File: config.mk
export PLATFORM = sky130hd
export DESIGN_NAME = min_distance_point_selector_core_flat
export DESIGN_NICKNAME = d
export VERILOG_FILES = /design/src/rtl/mdps_pkg.sv /design/src/rtl/mdps_if.sv /design/src/rtl/mdps_point_mem.sv /design/src/rtl/mdps_dist_unit.sv /design/src/rtl/mdps_ctrl.sv /design/src/rtl/min_distance_point_selector_core.sv /design/src/flat_wrapper.sv
export SDC_FILE = /design/constraint.sdc
export NUM_CORES = 2
export LEC_CHECK = 0
export BUFFER_PORTS_ARGS = -buffer_cell sky130_fd_sc_hd__buf_2
export CAP_MARGIN = 20
export CORE_ASPECT_RATIO = 0.6
export CORE_MARGIN = 4
export CORE_UTILIZATION = 64
export DETAILED_ROUTE_END_ITERATION = 6
export PLACE_DENSITY = 0.8
export RECOVER_POWER = 25
export SLEW_MARGIN = 5
export SYNTH_ARGS = -nofsm -noshare
export SYNTH_HDL_FRONTEND = slang
export SYNTH_SLANG_ARGS = --single-unit
File: constraint.sdc
create_clock -name clk -period 7.2 [get_ports clk]
set_clock_uncertainty 0.1 [all_clocks]
set_input_delay 0.72 -clock clk [delete_from_list [all_inputs] [get_ports clk]]
set_output_delay 0.72 -clock clk [all_outputs]
set_load 0.1 [all_outputs]
File: src/rtl/mdps_pkg.sv
// ----------------------------------------------------------------------------
// mdps_pkg
// Shared types and constants of the minimum distance point selector.
// ----------------------------------------------------------------------------
package mdps_pkg;

	// Configuration register indexes
	localparam logic CfgMinSep  = 1'b0;
	localparam logic CfgMaxKeep = 1'b1;

	// Field widths fixed by the item format
	localparam int unsigned CoordW = 16;
	localparam int unsigned CountW = 6;
	localparam int unsigned Dist2W = 2 * CoordW;

	// Reset values of the configuration registers
	localparam logic [CoordW-1:0] MinSepReset  = 16'd480;
	localparam logic [CountW-1:0] MaxKeepReset = 6'd20;

	// Controller states
	typedef enum logic [1:0] {
		ST_IDLE,
		ST_SCAN,
		ST_DRAIN,
		ST_DONE
	} ctrl_state_t;

	// One compare result leaving the distance pipeline
	typedef struct packed {
		logic vld;
		logic last;
		logic near;
	} dist_res_t;

endpackage

File: src/rtl/mdps_if.sv
// ----------------------------------------------------------------------------
// mdps_in_if / mdps_out_if
// Valid/ready channels for candidate points and for selection results.
// ----------------------------------------------------------------------------
interface mdps_in_if;
	logic        valid;
	logic        ready;
	logic        first_of_list;
	logic [15:0] pos_x;
	logic [15:0] pos_y;

	modport source (output valid, output first_of_list, output pos_x, output pos_y,
		input ready);
	modport sink (input valid, input first_of_list, input pos_x, input pos_y,
		output ready);
endinterface

interface mdps_out_if;
	logic       valid;
	logic       ready;
	logic       accepted;
	logic [5:0] kept_total;
	logic       set_full;

	modport source (output valid, output accepted, output kept_total, output set_full,
		input ready);
	modport sink (input valid, input accepted, input kept_total, input set_full,
		output ready);
endinterface

File: src/rtl/mdps_point_mem.sv
// ----------------------------------------------------------------------------
// mdps_point_mem
// Kept point store: one write port, one read port with registered data.
// ----------------------------------------------------------------------------
module mdps_point_mem
	import mdps_pkg::*;
#(
	parameter int unsigned DEPTH = 32,
	parameter int unsigned AW    = 5
) (
	input  logic                clk,
	input  logic                wr_en,
	input  logic [AW-1:0]       wr_addr,
	input  logic [Dist2W-1:0]   wr_data,
	input  logic [AW-1:0]       rd_addr,
	output logic [Dist2W-1:0]   rd_data
);

	logic [Dist2W-1:0] mem [DEPTH];
	logic [Dist2W-1:0] rd_data_q;

	// Write a kept point as {x, y}
	always_ff @(posedge clk) begin
		if (wr_en) begin
			mem[wr_addr] <= wr_data;
		end
	end

	// Registered read: data follows the address in the next cycle
	always_ff @(posedge clk) begin
		rd_data_q <= mem[rd_addr];
	end

	assign rd_data = rd_data_q;

endmodule

File: src/rtl/mdps_dist_unit.sv
// ----------------------------------------------------------------------------
// mdps_dist_unit
// Three-stage squared distance compare of the candidate against one kept point.
// ----------------------------------------------------------------------------
module mdps_dist_unit
	import mdps_pkg::*;
(
	input  logic              clk,
	input  logic              arst_n,
	input  logic              in_vld,
	input  logic              in_last,
	input  logic [Dist2W-1:0] kept_xy,
	input  logic [CoordW-1:0] cand_x,
	input  logic [CoordW-1:0] cand_y,
	input  logic [Dist2W-1:0] lim2,
	output dist_res_t         res
);

	logic [CoordW-1:0] kx;
	logic [CoordW-1:0] ky;
	logic [CoordW-1:0] dx_s1, dy_s1;
	logic [Dist2W-1:0] sqx_s2, sqy_s2;
	logic              near_s3;
	logic [2:0]        vld_q;
	logic [2:0]        last_q;

	assign kx = kept_xy[Dist2W-1:CoordW];
	assign ky = kept_xy[CoordW-1:0];

	// Advance the tag bits alongside the data
	always_ff @(posedge clk or negedge arst_n) begin
		if (!arst_n) begin
			vld_q  <= '0;
			last_q <= '0;
		end else begin
			vld_q  <= {vld_q[1:0], in_vld};
			last_q <= {last_q[1:0], in_last};
		end
	end

	// Absolute differences
	always_ff @(posedge clk) begin
		dx_s1 <= (cand_x >= kx) ? (cand_x - kx) : (kx - cand_x);
		dy_s1 <= (cand_y >= ky) ? (cand_y - ky) : (ky - cand_y);
	end

	// Squares
	always_ff @(posedge clk) begin
		sqx_s2 <= Dist2W'(dx_s1) * Dist2W'(dx_s1);
		sqy_s2 <= Dist2W'(dy_s1) * Dist2W'(dy_s1);
	end

	// Sum and compare against the squared minimum separation
	always_ff @(posedge clk) begin
		near_s3 <= ({1'b0, sqx_s2} + {1'b0, sqy_s2}) < {1'b0, lim2};
	end

	assign res.vld  = vld_q[2];
	assign res.last = last_q[2];
	assign res.near = near_s3;

endmodule

File: src/rtl/mdps_ctrl.sv
// ----------------------------------------------------------------------------
// mdps_ctrl
// Sequencer: walks the kept points, collects compare results, updates the
// kept set and holds the result for transfer.
// ----------------------------------------------------------------------------
module mdps_ctrl
	import mdps_pkg::*;
#(
	parameter int unsigned AW = 5
) (
	input  logic              clk,
	input  logic              arst_n,
	mdps_in_if.sink           in_ch,
	mdps_out_if.source        out_ch,
	input  logic [CountW-1:0] keep_lim,
	input  dist_res_t         dres,
	output logic              rd_vld,
	output logic              rd_last,
	output logic [AW-1:0]     rd_addr,
	output logic              wr_en,
	output logic [AW-1:0]     wr_addr,
	output logic [Dist2W-1:0] wr_data,
	output logic [CoordW-1:0] cand_x,
	output logic [CoordW-1:0] cand_y
);

	// Index width covering both the count and the memory address
	localparam int unsigned IW = (AW > CountW) ? AW : CountW;

	ctrl_state_t       state_q, state_n;
	logic [CountW-1:0] count_q, count_n;
	logic [CountW-1:0] rd_idx_q, rd_idx_n;
	logic              near_q, near_n;
	logic [CoordW-1:0] x_q, y_q;
	logic              res_acc_q, res_acc_n;
	logic [CountW-1:0] res_total_q, res_total_n;
	logic              res_full_q, res_full_n;
	logic              rd_vld_q, rd_last_q;
	logic              out_vld_q;
	logic              out_acc_q;
	logic [CountW-1:0] out_total_q;
	logic              out_full_q;
	logic              in_xfer;
	logic              out_load;
	logic              issue;
	logic              issue_last;
	logic [CountW-1:0] count_in;
	logic [CountW-1:0] wr_idx;
	logic              near_all;

	assign in_ch.ready = (state_q == ST_IDLE);
	assign in_xfer     = in_ch.valid && in_ch.ready;
	assign count_in    = in_ch.first_of_list ? '0 : count_q;
	assign issue       = (state_q == ST_SCAN);
	assign issue_last  = (rd_idx_q == (count_q - 1'b1));
	assign near_all    = near_q || dres.near;
	assign out_load    = (state_q == ST_DONE) && (!out_vld_q || out_ch.ready);

	// Next state, kept count and memory write
	always_comb begin
		state_n     = state_q;
		count_n     = count_q;
		rd_idx_n    = rd_idx_q;
		near_n      = near_q;
		res_acc_n   = res_acc_q;
		res_total_n = res_total_q;
		res_full_n  = res_full_q;
		wr_en       = 1'b0;
		wr_idx      = count_q;
		wr_data     = {x_q, y_q};
		case (state_q)
			ST_IDLE: begin
				if (in_xfer) begin
					count_n  = count_in;
					rd_idx_n = '0;
					near_n   = 1'b0;
					if (count_in >= keep_lim) begin
						// set full: reject without a scan
						res_acc_n   = 1'b0;
						res_total_n = count_in;
						res_full_n  = 1'b1;
						state_n     = ST_DONE;
					end else if (count_in == '0) begin
						// empty set: keep the point at once
						wr_en       = 1'b1;
						wr_idx      = '0;
						wr_data     = {in_ch.pos_x, in_ch.pos_y};
						count_n     = 6'd1;
						res_acc_n   = 1'b1;
						res_total_n = 6'd1;
						res_full_n  = (6'd1 >= keep_lim);
						state_n     = ST_DONE;
					end else begin
						state_n = ST_SCAN;
					end
				end
			end
			ST_SCAN: begin
				rd_idx_n = rd_idx_q + 1'b1;
				// fold in compares that come back while the walk goes on
				if (dres.vld) begin
					near_n = near_all;
				end
				if (issue_last) begin
					state_n = ST_DRAIN;
				end
			end
			ST_DRAIN: begin
				if (dres.vld) begin
					near_n = near_all;
					if (dres.last) begin
						if (near_all) begin
							res_acc_n   = 1'b0;
							res_total_n = count_q;
							res_full_n  = (count_q >= keep_lim);
						end else begin
							wr_en       = 1'b1;
							count_n     = count_q + 1'b1;
							res_acc_n   = 1'b1;
							res_total_n = count_q + 1'b1;
							res_full_n  = ((count_q + 1'b1) >= keep_lim);
						end
						state_n = ST_DONE;
					end
				end
			end
			ST_DONE: begin
				if (out_load) begin
					state_n = ST_IDLE;
				end
			end
			default: begin
				state_n = ST_IDLE;
			end
		endcase
	end

	assign wr_addr = AW'(IW'(wr_idx));
	assign rd_addr = AW'(IW'(rd_idx_q));

	// Control registers
	always_ff @(posedge clk or negedge arst_n) begin
		if (!arst_n) begin
			state_q   <= ST_IDLE;
			count_q   <= '0;
			rd_idx_q  <= '0;
			near_q    <= 1'b0;
			rd_vld_q  <= 1'b0;
			rd_last_q <= 1'b0;
			out_vld_q <= 1'b0;
		end else begin
			state_q   <= state_n;
			count_q   <= count_n;
			rd_idx_q  <= rd_idx_n;
			near_q    <= near_n;
			rd_vld_q  <= issue;
			rd_last_q <= issue && issue_last;
			if (out_load) begin
				out_vld_q <= 1'b1;
			end else if (out_ch.ready) begin
				out_vld_q <= 1'b0;
			end
		end
	end

	// Candidate and result payload
	always_ff @(posedge clk) begin
		if (in_xfer) begin
			x_q <= in_ch.pos_x;
			y_q <= in_ch.pos_y;
		end
		res_acc_q   <= res_acc_n;
		res_total_q <= res_total_n;
		res_full_q  <= res_full_n;
		if (out_load) begin
			out_acc_q   <= res_acc_q;
			out_total_q <= res_total_q;
			out_full_q  <= res_full_q;
		end
	end

	assign rd_vld            = rd_vld_q;
	assign rd_last           = rd_last_q;
	assign cand_x            = x_q;
	assign cand_y            = y_q;
	assign out_ch.valid      = out_vld_q;
	assign out_ch.accepted   = out_acc_q;
	assign out_ch.kept_total = out_total_q;
	assign out_ch.set_full   = out_full_q;

endmodule

File: src/rtl/min_distance_point_selector_core.sv
// ----------------------------------------------------------------------------
// min_distance_point_selector_core
// Greedy minimum distance feature suppression over a memory of kept points.
// ----------------------------------------------------------------------------
//  channel  | dir | payload                               | handshake
//  in_ch    | in  | first_of_list, pos_x[15:0], pos_y      | valid/ready
//  out_ch   | out | accepted, kept_total[5:0], set_full    | valid/ready
//  cfg      | in  | cfg_index (0 min_separation, 1 max_keep), cfg_wdata[15:0] | cfg_we
//
// A point with kept points before it is compared against each of them in
// turn before its result shows; an empty or full set skips the scan. The
// next point can transfer once the result is loaded for output. The memory
// read port walks one kept point per cycle, followed by a compare pipeline drain.
// Reset clears the kept count and restores the configuration defaults; memory
// contents are not cleared. A result held by a stalled sink blocks the next
// point only after that point has finished.
// ----------------------------------------------------------------------------
module min_distance_point_selector_core
	import mdps_pkg::*;
#(
	parameter int unsigned MAX_KEPT = 32
) (
	input  logic        clk,
	input  logic        arst_n,
	mdps_in_if.sink     in_ch,
	mdps_out_if.source  out_ch,
	input  logic        cfg_we,
	input  logic        cfg_index,
	input  logic [15:0] cfg_wdata
);

	localparam int unsigned AW = (MAX_KEPT > 1) ? $clog2(MAX_KEPT) : 1;
	localparam logic [8:0]  MaxKeptW = 9'(MAX_KEPT);

	logic [CoordW-1:0] min_sep_q;
	logic [CountW-1:0] max_keep_q;
	logic [Dist2W-1:0] lim2_q;
	logic [8:0]        lim_raw;
	logic [CountW-1:0] keep_lim;
	dist_res_t         dres;
	logic              rd_vld, rd_last;
	logic [AW-1:0]     rd_addr;
	logic              wr_en;
	logic [AW-1:0]     wr_addr;
	logic [Dist2W-1:0] wr_data;
	logic [Dist2W-1:0] rd_data;
	logic [CoordW-1:0] cand_x, cand_y;

	// Configuration registers
	always_ff @(posedge clk or negedge arst_n) begin
		if (!arst_n) begin
			min_sep_q  <= MinSepReset;
			max_keep_q <= MaxKeepReset;
		end else if (cfg_we) begin
			case (cfg_index)
				CfgMinSep:  min_sep_q  <= cfg_wdata;
				CfgMaxKeep: max_keep_q <= cfg_wdata[CountW-1:0];
				default: ;
			endcase
		end
	end

	// Register the square of the minimum separation for the compare
	always_ff @(posedge clk) begin
		lim2_q <= Dist2W'(min_sep_q) * Dist2W'(min_sep_q);
	end

	// Clamp the limit into 1 .. MAX_KEPT
	always_comb begin
		lim_raw = (max_keep_q == '0) ? 9'd1 : {3'b000, max_keep_q};
		if (lim_raw > MaxKeptW) begin
			lim_raw = MaxKeptW;
		end
	end
	assign keep_lim = lim_raw[CountW-1:0];

	mdps_ctrl #(
		.AW (AW)
	) u_ctrl (
		.clk      (clk),
		.arst_n   (arst_n),
		.in_ch    (in_ch),
		.out_ch   (out_ch),
		.keep_lim (keep_lim),
		.dres     (dres),
		.rd_vld   (rd_vld),
		.rd_last  (rd_last),
		.rd_addr  (rd_addr),
		.wr_en    (wr_en),
		.wr_addr  (wr_addr),
		.wr_data  (wr_data),
		.cand_x   (cand_x),
		.cand_y   (cand_y)
	);

	mdps_point_mem #(
		.DEPTH (MAX_KEPT),
		.AW    (AW)
	) u_mem (
		.clk     (clk),
		.wr_en   (wr_en),
		.wr_addr (wr_addr),
		.wr_data (wr_data),
		.rd_addr (rd_addr),
		.rd_data (rd_data)
	);

	mdps_dist_unit u_dist (
		.clk     (clk),
		.arst_n  (arst_n),
		.in_vld  (rd_vld),
		.in_last (rd_last),
		.kept_xy (rd_data),
		.cand_x  (cand_x),
		.cand_y  (cand_y),
		.lim2    (lim2_q),
		.res     (dres)
	);

endmodule

File: src/flat_wrapper.sv
// flat-port wrapper written by rule: the top's interface ports become plain ports
module min_distance_point_selector_core_flat import mdps_pkg::*;
#(
	parameter int unsigned MAX_KEPT = 32
)
  (clk, arst_n, cfg_we, cfg_index, cfg_wdata, in_ch_valid, in_ch_first_of_list, in_ch_pos_x, in_ch_pos_y, in_ch_ready, out_ch_valid, out_ch_accepted, out_ch_kept_total, out_ch_set_full, out_ch_ready);
  mdps_in_if in_ch_i ();
  mdps_out_if out_ch_i ();
  input  logic clk;
  input  logic arst_n;
  input  logic cfg_we;
  input  logic cfg_index;
  input  logic [15:0] cfg_wdata;
  input wire logic [$bits(in_ch_i.valid)-1:0] in_ch_valid;
  input wire logic [$bits(in_ch_i.first_of_list)-1:0] in_ch_first_of_list;
  input wire logic [$bits(in_ch_i.pos_x)-1:0] in_ch_pos_x;
  input wire logic [$bits(in_ch_i.pos_y)-1:0] in_ch_pos_y;
  output wire logic [$bits(in_ch_i.ready)-1:0] in_ch_ready;
  output wire logic [$bits(out_ch_i.valid)-1:0] out_ch_valid;
  output wire logic [$bits(out_ch_i.accepted)-1:0] out_ch_accepted;
  output wire logic [$bits(out_ch_i.kept_total)-1:0] out_ch_kept_total;
  output wire logic [$bits(out_ch_i.set_full)-1:0] out_ch_set_full;
  input wire logic [$bits(out_ch_i.ready)-1:0] out_ch_ready;
  assign in_ch_i.valid = in_ch_valid;
  assign in_ch_i.first_of_list = in_ch_first_of_list;
  assign in_ch_i.pos_x = in_ch_pos_x;
  assign in_ch_i.pos_y = in_ch_pos_y;
  assign in_ch_ready = in_ch_i.ready;
  assign out_ch_valid = out_ch_i.valid;
  assign out_ch_accepted = out_ch_i.accepted;
  assign out_ch_kept_total = out_ch_i.kept_total;
  assign out_ch_set_full = out_ch_i.set_full;
  assign out_ch_i.ready = out_ch_ready;
  min_distance_point_selector_core #(.MAX_KEPT(MAX_KEPT)) u_core (.clk(clk), .arst_n(arst_n), .in_ch(in_ch_i), .out_ch(out_ch_i), .cfg_we(cfg_we), .cfg_index(cfg_index), .cfg_wdata(cfg_wdata));
endmodule
==> impl_metrics.xml <==
<?xml version="1.0" encoding="UTF-8"?>
<metrics>
  <group name="floorplanning">
    <metric name="die_area" unit="sq um">120100</metric>
    <metric name="die_x" unit="um">444.8</metric>
    <metric name="core" unit="sq um">112800</metric>
    <metric name="std_cell_rows" unit="">95</metric>
    <metric name="die_h" unit="um">270.1</metric>
    <metric name="ios" unit="">65</metric>
    <metric name="initial_cell_density_of_the_core" unit="%">64.94</metric>
  </group>
  <group name="critical_path">
    <metric name="cp_common_cell" unit="">sky130_fd_sc_hd__a21o_1</metric>
    <metric name="timing.critical_path.to_type" unit="">flip-flop</metric>
    <metric name="cp-start-kind" unit="">flip-flop</metric>
    <metric name="cp_cell_sequence" unit="">nor4_1 -&gt; nor2_1 -&gt; nor2_1 -&gt; ha_1 -&gt; nand2b_1 -&gt; a21o_1 -&gt; a21o_1 -&gt; a21o_1 -&gt; a21o_1 -&gt; a2111o_2 -&gt; clkbuf_1 -&gt; nor2b_1 -&gt; nand3_1 -&gt; nor2_4 -&gt; buf_4</metric>
    <metric name="cp_max_fo" unit="">33</metric>
    <metric name="r2r_slack" unit="ns">0.28</metric>
    <metric name="timing.rr.end" unit="">u_core.u_mem.mem[31][25]</metric>
    <metric name="cp.arrival" unit="ns">7.24</metric>
    <metric name="r2r_cells" unit="">15</metric>
    <metric name="crit_type" unit="">reg -&gt; reg</metric>
    <metric name="max_incr_delay_on_cp" unit="ns">1.91</metric>
    <metric name="regToRegStartpoint" unit="">u_core.max_keep_q[1]</metric>
    <metric name="slowest_stage" unit="">sky130_fd_sc_hd__clkbuf_1</metric>
    <metric name="worst_ep_required_time" unit="ns">7.52</metric>
  </group>
  <group name="cts">
    <metric name="clock_insertion_delay_worst_skew" unit="ns">0.77</metric>
    <metric name="clock-root-buffer" unit="">sky130_fd_sc_hd__clkbuf_16</metric>
    <metric name="buffers_inserted_by_post_cts_timing_repair" unit="">0</metric>
    <metric name="cts_inserted_buffers" unit="">107</metric>
    <metric name="cts.sink_count" unit="">1276</metric>
    <metric name="tritoncts" unit="">done</metric>
    <metric name="ctsLongestPathBuffers" unit="">3</metric>
    <metric name="htree_num_levels" unit="">3</metric>
    <metric name="clkTransAtPathRegs" unit="ns">0.07</metric>
  </group>
  <group name="finish">
    <metric name="postLayoutCellArea" unit="sq um">79290</metric>
    <metric name="fillerInstances" unit="">7272</metric>
    <metric name="number_of_cells_in_the_finished_layout_apart_from_fillers" unit="">6939</metric>
    <metric name="synthToLayoutAreaGrowth" unit="%">8.237</metric>
    <metric name="diodes" unit="">0</metric>
    <metric name="drive_above_1_share" unit="%">13.08</metric>
    <metric name="layout.core_utilization" unit="%">70.29</metric>
    <metric name="finish.net_count" unit="">6336</metric>
  </group>
  <group name="grt">
    <metric name="grt_remaining_overflow" unit="">0</metric>
    <metric name="grt_first_pass_wirelength" unit="mm">289.9</metric>
    <metric name="grt_start_max_net_pins" unit="">160</metric>
    <metric name="first_global_vias" unit="">45180</metric>
    <metric name="groute.usage.overall" unit="%">32.48</metric>
    <metric name="antenna_found_initial" unit="">3</metric>
  </group>
  <group name="detailed_routing">
    <metric name="antenna_left" unit="">0</metric>
    <metric name="wl_per_cell" unit="um">27.44</metric>
    <metric name="vias" unit="">44020</metric>
    <metric name="initialDrtViolationCount" unit="">5991</metric>
    <metric name="drc_violations_left" unit="">0</metric>
    <metric name="wire_length_after_detailed_routing" unit="mm">190.4</metric>
    <metric name="drt_pre_antenna_iters" unit="">6</metric>
    <metric name="avgViaCountPerCell" unit="">6.344</metric>
  </group>
  <group name="worst_hold_path">
    <metric name="hold_path_startpoint" unit="">in_ch_pos_y[1]</metric>
    <metric name="holdPathEnd" unit="">u_core.u_ctrl.cand_y[1]</metric>
    <metric name="worst_min_delay_path_class" unit="">in -&gt; reg</metric>
    <metric name="holdPathStages" unit="">1</metric>
  </group>
  <group name="timing">
    <metric name="fmax" unit="GHz">0.1445</metric>
    <metric name="fin_crit_sh" unit="%">96.10</metric>
    <metric name="rsz0062_at_grt" unit="">false</metric>
    <metric name="timing_max_transition_violations_final" unit="">213</metric>
    <metric name="finalCriticalPeriod" unit="ns">6.919</metric>
    <metric name="relSlewSlack" unit="%">-89.69</metric>
    <metric name="worst_margin_pin_slew" unit="ns">2.845</metric>
    <metric name="holdWs" unit="ns">0.04072</metric>
    <metric name="finalHoldViolCount" unit="">0</metric>
    <metric name="fin_setup_tns" unit="ns">0</metric>
    <metric name="timing.final.setup_violations" unit="">0</metric>
  </group>
  <group name="synthesis">
    <metric name="synth_top_cell_area_share" unit="%">43.94</metric>
    <metric name="number_of_nets_in_the_synthesized_netlist" unit="">6237</metric>
    <metric name="postSynthRegisterBits" unit="">1276</metric>
    <metric name="post-synth-top-area-cell" unit="">sky130_fd_sc_hd__edfxtp_1</metric>
    <metric name="synth.top_cells.by_area" unit="">sky130_fd_sc_hd__edfxtp_1, sky130_fd_sc_hd__fa_1, sky130_fd_sc_hd__mux4_2</metric>
    <metric name="ys_types" unit="">89</metric>
    <metric name="synthesis.area" unit="sq um">73260</metric>
    <metric name="synthCells" unit="">5247</metric>
    <metric name="yosys.cell_count.top_type" unit="">sky130_fd_sc_hd__edfxtp_1</metric>
    <metric name="yosysSeqAreaShare" unit="%">49.84</metric>
    <metric name="ys.warnings.count" unit="">0</metric>
    <metric name="synth_enable_flop_cells" unit="">1072</metric>
    <metric name="async_reset_ff_share" unit="%">3.605</metric>
    <metric name="netlist_top_cells_count" unit="">sky130_fd_sc_hd__edfxtp_1, sky130_fd_sc_hd__inv_1, sky130_fd_sc_hd__fa_1, sky130_fd_sc_hd__ha_1, sky130_fd_sc_hd__mux4_2</metric>
    <metric name="post_synth.cell_area_avg" unit="sq um">13.96</metric>
    <metric name="synth-main-ff-cell" unit="">sky130_fd_sc_hd__edfxtp_1</metric>
  </group>
  <group name="flow_run">
    <metric name="max-cap-violations" unit="">10</metric>
  </group>
  <group name="placement">
    <metric name="place_inst" unit="">6725</metric>
    <metric name="placed_area" unit="sq um">75790</metric>
    <metric name="detailed_place_hpwl" unit="mm">122.5</metric>
    <metric name="place_congestion" unit="">0.9620</metric>
    <metric name="portBuffers" unit="">64</metric>
  </group>
  <group name="outcome">
    <metric name="run_status" unit="">finished with violations</metric>
    <metric name="violations" unit="">max-capacitance violations, max-slew violations</metric>
  </group>
  <group name="pwr">
    <metric name="worst_voltage_drop_across_the_vdd_grid" unit="V">0.0009397</metric>
    <metric name="leakage" unit="nW">32.29</metric>
    <metric name="pwr_density_cell" unit="nW/um^2">291.7</metric>
  </group>
</metrics>
## per-layer routing
| layer | vias up | wire length, um | global-route usage, % |
|---|---|---|---|
| li1 | 18530 | - | - |
| met1 | 22330 | 73750 | 46.89 |
| met2 | 2831 | 88380 | 49.83 |
| met3 | 334 | 22800 | 8.502 |
| met4 | 4 | 5485 | 8.799 |
| met5 | - | 21 | 0 |
## flip-flops by register name, indices dropped and copies added, names as in the netlist, 2 cells and up
register and count:
u_core.u_mem.mem 1024, u_core.u_dist.sqy_s2 31, u_core.u_ctrl.res_total_q 6, u_core.u_ctrl.cand_y 16, u_core.lim2_q 31, u_core.u_ctrl.cand_x 16, u_core.u_ctrl.state_q 2, u_core.max_keep_q 6
u_core.u_dist.dx_s1 16, u_core.u_ctrl.out_ch.kept_total 6, u_core.u_dist.vld_q 3, u_core.u_dist.last_q 3, u_core.u_dist.dy_s1 16, u_core.u_dist.sqx_s2 31, u_core.u_ctrl.rd_idx_q 6, u_core.u_ctrl.count_q 6
u_core.min_sep_q 16, u_core.u_mem.rd_data 32
## per-stage QoR
stage | setup WS [ns] | total power (W)
final | 0.2809 | 0.02313
after global routing | 0.01595 | 0.02483
after CTS | 0.2403 | 0.02311
after detailed placement | 0.3155 | 0.01714
after global placement | 0.5100 | 0.01694
after floorplan | 0.9869 | 0.01511
## worst max-delay path, delay by kind of cell (launching register included)
family,cells,cell delay [ns]
and+or+nand+nor,7,2.92
buffers and inverters,2,2.29
AOI/OAI and AO/OA,5,0.68
DFF,1,0.41
adders and majority gates,1,0.20
## what timing repair did
item,4_1_cts,5_1_grt
hold buffers,8,0
endpoints found under the hold margin,25,0
gates resized for setup,0,6
endpoints found under the setup margin,0,2
## worst max path at each step
stage | end | slack [ns] | startpoint | depth (start not counted)
2_1_floorplan | u_core.u_dist.sqy_s2[29] | 0.99 | u_core.u_dist.dy_s1[1] | 25
3_3_place_gp | u_core.u_dist.sqx_s2[31] | 0.51 | u_core.u_dist.dx_s1[2] | 21
3_5_place_dp | u_core.u_dist.sqx_s2[31] | 0.32 | u_core.u_dist.dx_s1[12] | 22
4_1_cts | u_core.u_dist.sqx_s2[31] | 0.24 | u_core.u_dist.dx_s1[12] | 22
5_1_grt | u_core.lim2_q[29] | 0.02 | u_core.min_sep_q[2] | 20
6_report | u_core.u_mem.mem[31][25] | 0.28 | u_core.max_keep_q[1] | 15
## where the power goes
| group | internal, W | leakage [nW] | switching, W |
|---|---|---|---|
| sequential | 0.00814 | 11.5 | 0.0000890 |
| clock | 0.00315 | 1.70 | 0.00285 |
| combinational | 0.00373 | 19.1 | 0.00518 |
| total | 0.0150 | 32.3 | 0.00812 |
## final cells by class
class | instances | area, sq um | area share [%]
Clock inverter | 68 | 735.7 | 0.9278
Inverter | 883 | 3314 | 4.180
Multi-Input combinational cell | 2907 | 32870 | 41.46
Tap cell | 1503 | 1881 | 2.372
Sequential cell | 1276 | 36530 | 46.07
Clock buffer | 131 | 2809 | 3.542
Timing Repair Buffer | 171 | 1151 | 1.452
## cell usage in the layout, fill, tap and decap left out, types with 27 or more instances in the layout
master,Yosys,routed
sky130_fd_sc_hd__inv_1,879,878
sky130_fd_sc_hd__clkbuf_16,0,108
sky130_fd_sc_hd__xnor2_1,118,118
sky130_fd_sc_hd__nor2b_1,46,45
sky130_fd_sc_hd__buf_4,0,76
sky130_fd_sc_hd__a21o_1,76,76
sky130_fd_sc_hd__nor3_1,27,27
sky130_fd_sc_hd__mux2_1,34,48
sky130_fd_sc_hd__a21oi_1,165,165
sky130_fd_sc_hd__dfxtp_1,158,153
sky130_fd_sc_hd__nor2_4,0,27
sky130_fd_sc_hd__mux2_2,51,37
sky130_fd_sc_hd__xor2_1,48,48
sky130_fd_sc_hd__edfxtp_1,1072,1072
sky130_fd_sc_hd__dfrtp_1,40,36
sky130_fd_sc_hd__clkbuf_1,133,64
sky130_fd_sc_hd__nand2b_1,27,27
sky130_fd_sc_hd__nand3_1,35,35
sky130_fd_sc_hd__buf_2,33,33
sky130_fd_sc_hd__ha_1,445,445
sky130_fd_sc_hd__o21ai_0,90,94
sky130_fd_sc_hd__fa_1,490,490
sky130_fd_sc_hd__nand2_1,319,319
sky130_fd_sc_hd__mux4_2,320,320
sky130_fd_sc_hd__and2_1,128,124
sky130_fd_sc_hd__nor2_1,177,150
## kinds of logic (layout without fill, tap and decap cells)
kind of cell | count (synthesis) | in the layout | synth area share, %
buf+inv | 1064 | 1253 | 5.518
mux | 421 | 421 | 11.36
xor+xnor | 166 | 166 | 1.985
compound gates | 537 | 537 | 4.804
fa+ha+maj | 935 | 935 | 20.99
flops | 1276 | 1276 | 49.84
simple gates | 848 | 848 | 5.499
(Power assumes the default switching activity.)
